===== src/hdl/nlt_pkg.sv =====
// nlt_pkg: shared types and constants of the neighbor link table.
// Used by nlt_ctrl, nlt_dpath and neighbor_link_table; no dependencies.
`default_nettype none
package nlt_pkg;
   localparam int unsigned DEF_ENTRIES = 8;
   localparam logic [15:0] DEF_TIMEOUT = 16'd60;
   localparam int unsigned MAX_REPORT = 8;

   // controller to datapath
   typedef struct packed {
      logic load;        // capture the request beat
      logic clr_i;       // i <= 0
      logic inc_i;       // i <= i + 1
      logic set_j;       // j <= (next i) + 1
      logic inc_j;       // j <= j + 1
      logic apply_rx;    // update found entry / insert / flag drop
      logic found_set;   // found <= i
      logic sweep_step;  // one step of the stale sweep at index i
      logic bump_send;   // add one to every send count
      logic swap_step;   // compare j against i, swap if stronger
   } nlt_cmd_type;

   // datapath to controller
   typedef struct packed {
      logic is_bcast;
      logic i_end;       // i >= count
      logic i_last;      // i + 1 >= count
      logic j_end;       // j >= count
      logic match;       // address at i equals sender
      logic stale;       // entry at i is older than the timeout
      logic rep_last;    // i + 1 == report length
   } nlt_sts_type;
endpackage
`default_nettype wire


===== src/hdl/nlt_dpath.sv =====
// nlt_dpath: entry registers, index counters, compare and swap logic.
// Depends on nlt_pkg; driven by nlt_ctrl through nlt_cmd_type.
`default_nettype none
module nlt_dpath #(
   parameter int unsigned TABLE_ENTRIES = nlt_pkg::DEF_ENTRIES
) (
   input  wire logic               clock,
   input  wire logic               reset,
   input  wire nlt_pkg::nlt_cmd_type cmd,
   output nlt_pkg::nlt_sts_type    sts,
   input  wire logic [15:0]        timeout,
   input  wire logic               in_action,
   input  wire logic [31:0]        in_now,
   input  wire logic [15:0]        in_addr,
   input  wire logic [15:0]        in_rssi,
   output logic [2:0]              o_rank,
   output logic [15:0]             o_addr,
   output logic [15:0]             o_rcv,
   output logic [15:0]             o_snd,
   output logic [15:0]             o_rssi,
   output logic                    o_drop
);
   import nlt_pkg::*;
   localparam int unsigned IW = $clog2(TABLE_ENTRIES + 1);
   localparam int unsigned AW = (TABLE_ENTRIES > 1) ? $clog2(TABLE_ENTRIES) : 1;
   localparam logic [IW-1:0] FULL = IW'(TABLE_ENTRIES);
   localparam logic [IW-1:0] REPN = IW'((TABLE_ENTRIES < MAX_REPORT) ? TABLE_ENTRIES
                                                                    : MAX_REPORT);

   logic [15:0] addr_ff [TABLE_ENTRIES];
   logic [15:0] rcv_ff  [TABLE_ENTRIES];
   logic [15:0] snd_ff  [TABLE_ENTRIES];
   logic [15:0] rssi_ff [TABLE_ENTRIES];
   logic [31:0] time_ff [TABLE_ENTRIES];
   logic [IW-1:0] cnt_ff, cnt_in, i_ff, i_in, j_ff, j_in, found_ff, found_in;
   logic bcast_ff, drop_ff, drop_in;
   logic [31:0] now_ff;
   logic [15:0] a_ff, r_ff;
   logic [AW-1:0] ia, ja, fa;
   logic [IW-1:0] rep_n;
   logic [31:0] age;

   assign ia = i_ff[AW-1:0];
   assign ja = j_ff[AW-1:0];
   assign fa = found_ff[AW-1:0];
   assign rep_n = (cnt_ff < REPN) ? cnt_ff : REPN;
   assign age = now_ff - time_ff[ia];

   always_comb begin
      sts.is_bcast = bcast_ff;
      sts.i_end    = i_ff >= cnt_ff;
      sts.i_last   = (i_ff + IW'(1)) >= cnt_ff;
      sts.j_end    = j_ff >= cnt_ff;
      sts.match    = addr_ff[ia] == a_ff;
      sts.stale    = age > {16'd0, timeout};
      sts.rep_last = (i_ff + IW'(1)) == rep_n;
   end

   always_comb begin
      i_in = i_ff;
      j_in = j_ff;
      found_in = found_ff;
      cnt_in = cnt_ff;
      drop_in = drop_ff;
      if (cmd.load) drop_in = 1'b0;
      if (cmd.clr_i) i_in = '0;
      if (cmd.inc_i) i_in = i_ff + IW'(1);
      // j follows the index that i takes this cycle
      if (cmd.set_j) j_in = i_in + IW'(1);
      if (cmd.inc_j) j_in = j_ff + IW'(1);
      if (cmd.found_set) found_in = i_ff;
      if (cmd.load) found_in = cnt_ff;
      if (cmd.apply_rx && found_ff >= cnt_ff) begin
         if (cnt_ff < FULL) cnt_in = cnt_ff + IW'(1);
         else drop_in = 1'b1;
      end
      if (cmd.sweep_step && sts.stale) cnt_in = cnt_ff - IW'(1);
   end

   always_ff @(posedge clock) begin
      if (reset) begin
         cnt_ff <= '0;
         i_ff <= '0;
         j_ff <= '0;
         found_ff <= '0;
         drop_ff <= 1'b0;
         bcast_ff <= 1'b0;
      end else begin
         cnt_ff <= cnt_in;
         i_ff <= i_in;
         j_ff <= j_in;
         found_ff <= found_in;
         drop_ff <= drop_in;
         if (cmd.load) bcast_ff <= in_action;
      end
   end

   always_ff @(posedge clock) begin
      if (cmd.load) begin
         now_ff <= in_now;
         a_ff <= in_addr;
         r_ff <= in_rssi;
      end
      if (cmd.apply_rx) begin
         if (found_ff < cnt_ff) begin
            rcv_ff[fa] <= rcv_ff[fa] + 16'd1;
            rssi_ff[fa] <= r_ff;
            time_ff[fa] <= now_ff;
         end else if (cnt_ff < FULL) begin
            addr_ff[fa] <= a_ff;
            rcv_ff[fa] <= 16'd1;
            snd_ff[fa] <= 16'd1;
            rssi_ff[fa] <= r_ff;
            time_ff[fa] <= now_ff;
         end
      end
      // stale entry at i: shift everything above it down one place
      if (cmd.sweep_step && sts.stale) begin
         for (int k = 0; k + 1 < TABLE_ENTRIES; k++) begin
            if (IW'(k) >= i_ff) begin
               addr_ff[k] <= addr_ff[k+1];
               rcv_ff[k]  <= rcv_ff[k+1];
               snd_ff[k]  <= snd_ff[k+1];
               rssi_ff[k] <= rssi_ff[k+1];
               time_ff[k] <= time_ff[k+1];
            end
         end
      end
      if (cmd.bump_send) begin
         for (int k = 0; k < TABLE_ENTRIES; k++) snd_ff[k] <= snd_ff[k] + 16'd1;
      end
      if (cmd.swap_step && $signed(rssi_ff[ja]) > $signed(rssi_ff[ia])) begin
         addr_ff[ia] <= addr_ff[ja];  addr_ff[ja] <= addr_ff[ia];
         rcv_ff[ia]  <= rcv_ff[ja];   rcv_ff[ja]  <= rcv_ff[ia];
         snd_ff[ia]  <= snd_ff[ja];   snd_ff[ja]  <= snd_ff[ia];
         rssi_ff[ia] <= rssi_ff[ja];  rssi_ff[ja] <= rssi_ff[ia];
         time_ff[ia] <= time_ff[ja];  time_ff[ja] <= time_ff[ia];
      end
   end

   assign o_rank = 3'(i_ff);
   assign o_addr = addr_ff[ia];
   assign o_rcv  = rcv_ff[ia];
   assign o_snd  = snd_ff[ia];
   assign o_rssi = rssi_ff[ia];
   assign o_drop = drop_ff;
endmodule
`default_nettype wire


===== src/hdl/nlt_ctrl.sv =====
// nlt_ctrl: sequencer for lookup, update, sweep, sort and report.
// Depends on nlt_pkg; commands nlt_dpath and drives the output register load.
`default_nettype none
module nlt_ctrl (
   input  wire logic                 clock,
   input  wire logic                 reset,
   input  wire logic                 req_fire,
   output logic                      req_ready,
   input  wire nlt_pkg::nlt_sts_type sts,
   output nlt_pkg::nlt_cmd_type      cmd,
   output logic                      emit,
   output logic                      emit_last,
   input  wire logic                 out_free
);
   import nlt_pkg::*;
   localparam logic [2:0] S_IDLE = 3'd0, S_LOOK = 3'd1, S_APPLY = 3'd2,
                          S_SWEEP = 3'd3, S_SORT = 3'd4, S_RPT = 3'd5;
   logic [2:0] state_ff, state_in;

   always_comb begin
      cmd = '0;
      state_in = state_ff;
      emit = 1'b0;
      emit_last = 1'b0;
      req_ready = state_ff == S_IDLE;
      unique case (state_ff)
         S_IDLE: if (req_fire) begin
            cmd.load = 1'b1;
            cmd.clr_i = 1'b1;
            state_in = S_LOOK;
         end
         S_LOOK: begin
            if (sts.is_bcast) begin
               state_in = S_SWEEP;
            end else if (sts.i_end) begin
               state_in = S_APPLY;
            end else if (sts.match) begin
               cmd.found_set = 1'b1;
               state_in = S_APPLY;
            end else cmd.inc_i = 1'b1;
         end
         S_APPLY: begin
            cmd.apply_rx = 1'b1;
            cmd.clr_i = 1'b1;
            cmd.set_j = 1'b1;
            state_in = S_SORT;
         end
         S_SWEEP: begin
            if (sts.i_end) begin
               cmd.bump_send = 1'b1;
               state_in = S_IDLE;
            end else begin
               cmd.sweep_step = 1'b1;
               if (!sts.stale) cmd.inc_i = 1'b1;
            end
         end
         S_SORT: begin
            // j is i+1 here after APPLY (i=0)
            if (sts.i_last) begin
               cmd.clr_i = 1'b1;
               state_in = S_RPT;
            end else if (sts.j_end) begin
               // advance i and restart j right behind it
               cmd.inc_i = 1'b1;
               cmd.set_j = 1'b1;
            end else begin
               cmd.swap_step = 1'b1;
               cmd.inc_j = 1'b1;
            end
         end
         S_RPT: begin
            if (sts.i_end) begin
               state_in = S_IDLE;
            end else if (out_free) begin
               emit = 1'b1;
               emit_last = sts.rep_last;
               cmd.inc_i = 1'b1;
               if (sts.rep_last) state_in = S_IDLE;
            end
         end
         default: state_in = S_IDLE;
      endcase
   end

   always_ff @(posedge clock) begin
      if (reset) begin
         state_ff <= S_IDLE;
      end else begin
         state_ff <= state_in;
      end
   end
endmodule
`default_nettype wire


===== src/hdl/neighbor_link_table.sv =====
// neighbor_link_table: neighbor table with link statistics and RSSI ranking.
// Receive: accept, lookup, update, exchange sort, then report beats, one per cycle while
// the output can take them. Broadcast: sweep one entry per cycle plus send-count bump.
// One item at a time; output stalls lengthen the report phase beat for beat.
// Synchronous active-high reset empties the table and sets timeout to 60.
`default_nettype none
module neighbor_link_table #(
   parameter int unsigned TABLE_ENTRIES = nlt_pkg::DEF_ENTRIES
) (
   input  wire logic        clock,
   input  wire logic        reset,
   input  wire logic        req_tvalid,
   output logic             req_tready,
   input  wire logic [63:0] req_tdata,  // now_seconds, sender_address, signal_strength
   input  wire logic        req_tuser,  // action
   output logic             rsp_tvalid,
   input  wire logic        rsp_tready,
   output logic [71:0]      rsp_tdata,  // rank, entry_address, received_count,
                                        // sent_count, entry_strength, dropped_full, pad
   output logic             rsp_tlast,  // last_entry
   input  wire logic        csr_wr_en,
   input  wire logic [15:0] csr_wr_data
);
   import nlt_pkg::*;
   nlt_cmd_type cmd;
   nlt_sts_type sts;
   logic [15:0] tmo_ff;
   logic emit, emit_last, req_fire;
   logic [2:0] rk;
   logic [15:0] ad, rc, sc, rs;
   logic dr;
   logic [67:0] beat;

   assign req_fire = req_tvalid && req_tready;

   always_ff @(posedge clock) begin
      if (reset) tmo_ff <= DEF_TIMEOUT;
      else if (csr_wr_en) tmo_ff <= csr_wr_data;
   end

   nlt_ctrl u_ctrl (
      .clock(clock), .reset(reset), .req_fire(req_fire),
      .req_ready(req_tready), .sts(sts), .cmd(cmd), .emit(emit),
      .emit_last(emit_last), .out_free(!rsp_tvalid || rsp_tready)
   );

   nlt_dpath #(.TABLE_ENTRIES(TABLE_ENTRIES)) u_dpath (
      .clock(clock), .reset(reset), .cmd(cmd), .sts(sts),
      .timeout(tmo_ff), .in_action(req_tuser), .in_now(req_tdata[31:0]),
      .in_addr(req_tdata[47:32]), .in_rssi(req_tdata[63:48]),
      .o_rank(rk), .o_addr(ad), .o_rcv(rc), .o_snd(sc), .o_rssi(rs), .o_drop(dr)
   );

   assign beat = {dr, rs, sc, rc, ad, rk};

   always_ff @(posedge clock) begin
      if (reset) begin
         rsp_tvalid <= 1'b0;
      end else if (emit) begin
         rsp_tvalid <= 1'b1;
      end else if (rsp_tready) begin
         rsp_tvalid <= 1'b0;
      end
   end
   always_ff @(posedge clock) begin
      if (emit) begin
         rsp_tdata <= {4'd0, beat};
         rsp_tlast <= emit_last;
      end
   end

   a_no_accept_busy: assert property (@(posedge clock) disable iff (reset)
      emit |-> !req_tready) else $error("accept during report");
   a_one_load: assert property (@(posedge clock) disable iff (reset)
      cmd.load |=> !req_tready) else $error("ready after load");
   a_hold_out: assert property (@(posedge clock) disable iff (reset)
      rsp_tvalid && !rsp_tready |=> rsp_tvalid) else $error("beat lost");
endmodule
`default_nettype wire


===== config.mk =====
export PLATFORM = sky130hd
export DESIGN_NAME = neighbor_link_table
export DESIGN_NICKNAME = d
export VERILOG_FILES = /design/src/hdl/nlt_pkg.sv /design/src/hdl/nlt_dpath.sv /design/src/hdl/nlt_ctrl.sv /design/src/hdl/neighbor_link_table.sv
export SDC_FILE = /design/constraint.sdc
export NUM_CORES = 2
export LEC_CHECK = 0
export BUFFER_PORTS_ARGS = -buffer_cell sky130_fd_sc_hd__buf_2
export CAP_MARGIN = 20
export CORE_AREA = 2 2 400 402
export CTS_BUF_LIST = sky130_fd_sc_hd__clkbuf_2 sky130_fd_sc_hd__clkbuf_4 sky130_fd_sc_hd__clkbuf_8
export CTS_CLUSTER_SIZE = 8
export DETAILED_ROUTE_END_ITERATION = 10
export DIE_AREA = 0 0 402 404
export PLACE_DENSITY = 0.63
export RECOVER_POWER = 50
export SYNTH_ARGS = -nofsm -noshare
export SYNTH_HDL_FRONTEND = slang
export SYNTH_SLANG_ARGS = --single-unit
export TNS_END_PERCENT = 100

===== constraint.sdc =====
create_clock -name clock -period 16.53 [get_ports clock]
set_clock_uncertainty 0.15 [all_clocks]
set_input_delay 3.306 -clock clock [delete_from_list [all_inputs] [get_ports clock]]
set_output_delay 3.306 -clock clock [all_outputs]
set_load 0.02 [all_outputs]

; Word-level counts from Yosys, hierarchy flattened
; Memories as Yosys holds them, arrays and structs flattened. A register that Yosys moved wholly into a read port is not among the register bits.
; Index checks and enable logic that the tools add are counted.
[classes]
addsub = 15
magnitude_cmp = 15
eq_ne = 13
n_mux = 157
n_bitwise = 12
n_reduce_logical = 30
[ops]
columns = cell, n
row1 = $mux W16, 21
row2 = $reduce_or A16 Y1, 12
row3 = $add A16 B1 Y16 const B, 9
row4 = $mux W32, 4
row5 = $mux W3, 42
row6 = $reduce_or A32 Y1, 3
row7 = $mux W1, 73
row8 = $mux W4, 10
row9 = $gt A32 B16 Y1, 1
row10 = $sub A32 B32 Y32, 1
row11 = $pmux W3 S6, 1
row12 = $add A4 B1 Y4 const B, 4
row13 = $eq A16 B16 Y1, 1
row14 = $ge A4 B4 Y1, 4
row15 = $gt A16 B16 Y1, 1
row16 = $ge A3 B4 Y1 const A, 3
row17 = $or A1 B1 Y1, 10
row18 = $reduce_bool A2 Y1, 5
row19 = $ge A1 B4 Y1 const A, 2
row20 = $ge A2 B4 Y1 const A, 2
row21 = $eq A3 B2 Y1 const B, 2
row22 = $eq A3 B3 Y1 const B, 2
row23 = $mux W2, 3
row24 = $ne A3 B2 Y1 const B, 2
row25 = 19 further kinds, 24
[totals]
reg_bits = 171
ram_bits = 768
input_bits = 86
output_inout_bits = 75
elab_cells = 261
mem_count = 5
[mem_list]
columns = name, depth, word_bits, read_ports, rd_clocked_by_memory_dff, write_ports, line
row1 = u_dpath.time_ff, 8, 32, 9, 2, 7, nlt_dpath.sv:34  ; logic [31:0] time_ff [TABLE_ENTRIES];
row2 = u_dpath.addr_ff, 8, 16, 9, 2, 7, nlt_dpath.sv:30  ; logic [15:0] addr_ff [TABLE_ENTRIES];
row3 = u_dpath.rcv_ff, 8, 16, 10, 3, 7, nlt_dpath.sv:31  ; logic [15:0] rcv_ff [TABLE_ENTRIES];
row4 = u_dpath.rssi_ff, 8, 16, 9, 2, 7, nlt_dpath.sv:33  ; logic [15:0] rssi_ff [TABLE_ENTRIES];
row5 = u_dpath.snd_ff, 8, 16, 10, 2, 8, nlt_dpath.sv:32  ; logic [15:0] snd_ff [TABLE_ENTRIES];

; Logic depth before layout (Yosys ltp)
[logic_depth]
word_depth = 11
ltp_mapped = 38
depth_no_buf = 32

; Hierarchy
; Synthesis repeated with hierarchy kept, for this count alone.
[hier_totals]
hier_cells = 6305
hier_area_um2 = 65964.5
[modules_own_cells]
columns = module, n_inst, cells_each, area_per_inst_um2, seq_area_each_um2
row1 = nlt_dpath, 1, 6127, 62891.6, 25464.4
row2 = neighbor_link_table, 1, 131, 2737.6, 2412.3
row3 = nlt_ctrl, 1, 47, 335.3, 60.1

; Worst setup path before layout
; OpenSTA, ideal clock, no wires.
[synth_timing]
kind = reg2reg
start = register u_dpath.i_ff[0]
end = memory u_dpath.rcv_ff[2][0], enable pin
setup_time_ns = 0.574
arrival_time_ns = 11.823
t_required_ns = 15.806
slack_ns = 3.983
path_stages_with_launch = 35
n_path_buf = 6
synth_period_minus_slack_ns = 12.547
path_cell_list = dfxtp_1 -> buf_2 -> clkbuf_1 -> clkbuf_1 -> buf_1 -> mux4_2 -> nand2_1 -> nand2_1 -> ha_1 -> fa_1 -> nor2b_1 -> o2111ai_1 -> a21oi_1 -> nor2_1 -> o21bai_1 -> and2_1 -> o21ai_0 -> nand2b_1 -> a21oi_1 -> o21bai_1 -> xor2_1 -> ha_1 -> a21oi_1 -> nand2_1 -> a21oi_1 -> o21ai_0 -> o31ai_1 -> o2111ai_1 -> or4_1 -> or3_1 -> buf_2 -> o2111ai_4 -> buf_2 -> o21ai_0 -> o21ai_0
[synth_lines]
columns = item, line
row1 = from (decl), nlt_dpath.sv:35  ; logic [IW-1:0] cnt_ff, cnt_in, i_ff, i_in, j_ff, j_in, found_ff, found_in;
row2 = from (signal assigned), nlt_dpath.sv:90  ; i_ff <= i_in;
row3 = to (decl), nlt_dpath.sv:31

==> flow_summary.toml <==
[floorplan]
core_sq_um = 158000
dieArea_sq_um = 162000
die_w_um = 402
start_util = 0.399
die_height_um = 404
boundaryPins = 161
row_count = 146

[worst_setup_path]
crit_path_top_delay_cell = "clkbuf_1"
rrSetupSlack_ps = 3600
cp-end-kind = "flop"
crit_chain = "clkbuf_1 > mux4_2 > mux2i_1 > ha_1 > a21oi_1 > o21ai_0 > a21oi_1 > o21ai_0 > a2111oi_0 > o2111ai_1 > or4_1 > or3_1 > o2111a_4 > buf_4 > nor3_1 > o21ai_0 > o21ai_0 > clkbuf_1 > o21ai_4 > buf_4 > buf_4"
crit_arrival_ps = 13340
crit_fanout = 43
worstSetupPathType = "flop to flop"
required_ps = 16940
cp_num_buf_inv = 5
critPathLaunchType = "flop"
slowest_delay_ps = 2390
critical-path-top-delay-family = "buffers and inverters"
cpMostUsedCell = "o21ai_0"

[routing]
drt_pass1_iterations = 8
wl_um = 224000
avgRoutedWirePerCell_um = 28.0
vias = 52500
drc_errors = 0
drt_iter0_drc = 7375
vias_per_cell = 6.56
ant_nets = 0

[global_routing]
grt_pass1_vias = 50800
grt_max_degree = 164
grt_usage = 0.268
antenna_found_initial = 4
overflow = 0
grt_pass1_wl_um = 330000

[clocking]
tritoncts = "yes"
max-clock-path-buffers = 3
clk_pin_slew_ps = 70
htree_levels = 4
cts_setup_buffers = 0
cts_buffers = 169
cts.sinks = 945
cts_hold_buf = 0
cts-resized-gates = 0
clockRootBuffer = "clkbuf_8"
insertion_delay_ps = 960

[timing]
setup_viol = 0
rsz0062_at_grt = "false"
worstMarginPinSlew_ps = 4280
drv_slew = 506
fin_crit_ps = 12930
hold_viol = 0
clock.fmax_ghz = 0.0773
relSlewSlack = -1.85
fin_tns_setup_ps = 0
min_period_over_period = 0.782

[final_layout]
final_common_cell = "edfxtp_1"
n_fill_cell = 14800
area_growth_syn_to_layout_pct = 8.92
design_area_sq_um = 68600
final_cell_mix = "901 x edfxtp_1, 873 x nand2_1, 447 x a21oi_1"
nNetsFinal = 5983
drive_above_1_share = 0.168

[synth]
ys.flop_type = "edfxtp_1"
synth-seq-area-share = 0.443
ys_warn_count = 0
netlist_instances = 5863
synth_edf_count = 901
synth-async-reset-ratio = 0
synth_cell_types = 78
syn_area_per_cell_sq_um = 10.7
synth_area_sq_um = 63000
synth-seq-cells = 945

[place]
placed_area_sq_um = 65600
finalWeightedCongestion = 0.893
portBuffers = 156
hpwl_um = 126000

[power]
switching_share = 0.295
p_comb_frac = 0.201
pwr-share-seq = 0.444
power.internal_mw = 4.56
p_switching_mw = 1.91
ir_drop_v = 0.0000710
clock_power_share = 0.354
power_density_nw_per_um2 = 94.4
p_leak_nw = 23.5

[outcome]
status = "finished, violations left"
violations = "capacitance limit, slew limit"

[job]
drv_cap = 15

[min_path]
hold_path.class = "flop to flop"
[cell usage after synthesis, types with 73 or more instances]
cell	instances	area, sq um
nor2_1	414	1550
buf_1	87	327
mux2_2	73	822
edfxtp_1	901	27100
xnor2_1	96	841
mux2i_1	183	1830
xor2_1	73	639
a211oi_1	304	2280
and3_1	130	813
nand2_1	875	3280
mux4_2	400	9010
and2_1	154	963
ha_1	97	1210
o21ai_0	360	1800
clkbuf_1	353	1330
a31oi_1	81	507
a21oi_1	447	2240
[per-stage QoR]
| step | utilization | total power [mW] | instances | setup WS (ps) | hold WS [ps] |
|---|---|---|---|---|---|
| global placement | 0.416 | 4.18 | 7694 | 6090 | 320 |
| finish | 0.435 | 6.48 | 8007 | 3600 | 339 |
| CTS | 0.437 | 6.48 | 8000 | 5860 | 330 |
| detailed placement | 0.416 | 4.21 | 7695 | 5930 | 321 |
| floorplan | - | 3.86 | 5866 | 3980 | 259 |
| global route | 0.435 | 6.72 | 8005 | 2890 | 347 |
[routing by layer]
layer,wire (um),global-route usage
met5,27,0.00149
met4,10200,0.120
met3,26400,0.0613
met2,103000,0.427
met1,84300,0.349
[path summary, 6_finish.rpt]
check	end	startpoint	cells after the start
worst min-delay path	tmo_ff[3]	tmo_ff[3]	2
worst max register to register	u_dpath.time_ff[4][2]	u_dpath.i_ff[0]	21
worst max-delay path	u_dpath.time_ff[4][2]	u_dpath.i_ff[0]	21
worst min register to register	tmo_ff[3]	tmo_ff[3]	2
[cell type report]
type                       count  area [sq um]  share of cell area
multi-input combinational   4347         32900               0.480
inverter                      70           268             0.00390
clock buffer                 237          2900              0.0422
tap                         2072          2590              0.0378
sequential                   945         28000               0.407
timing repair buffer         265          1520              0.0221
clock inverter                68           478             0.00696
antenna                        3          7.51            0.000109
[worst min-delay path, delay by kind of cell, from the launching register on]
family,cells,cell delay [ps]
flip-flops,1,290
AO/OA/AOI/OAI,1,80
buffers and inverters,1,70
[sequential cells by signal, indices dropped and copies added, names as in the netlist, named ones only]
name,cells
rsp_tdata,68
u_dpath.j_ff,4
u_dpath.i_ff,4
u_dpath.snd_ff,128
u_dpath.r_ff,16
u_dpath.a_ff,16
tmo_ff,16
rsp_tvalid,1
u_dpath.time_ff,256
u_dpath.now_ff,32
rsp_tlast,1
u_dpath.rcv_ff,128
u_ctrl.state_ff,3
u_dpath.found_ff,4
u_dpath.cnt_ff,4
u_dpath.bcast_ff,1
u_dpath.rssi_ff,128
u_dpath.o_drop,1
u_dpath.addr_ff,128
[logic make-up after synthesis]
| group | count (synthesis) | share of synthesized area |
|---|---|---|
| flip-flops | 945 | 0.443 |
| multiplexers | 657 | 0.185 |
| AND/OR/NAND/NOR | 1831 | 0.129 |
| adder cells (fa/ha/maj) | 99 | 0.0199 |
| other | 1 | 0.0000595 |
| AO/OA/AOI/OAI | 1587 | 0.163 |
| buffers and inverters | 574 | 0.0360 |
| XOR/XNOR | 169 | 0.0235 |
[power groups by stage]
stage | sequential (mW) | combinational (mW) | clock, mW
3_3_place_gp | 2.92 | 1.26 | 0
3_5_place_dp | 2.92 | 1.29 | 0
6_report | 2.88 | 1.30 | 2.30
4_1_cts | 2.87 | 1.29 | 2.32
5_1_grt | 2.88 | 1.43 | 2.41
2_1_floorplan | 2.88 | 0.981 | 0
No activity file was read; power rests on OpenSTA's default activity.
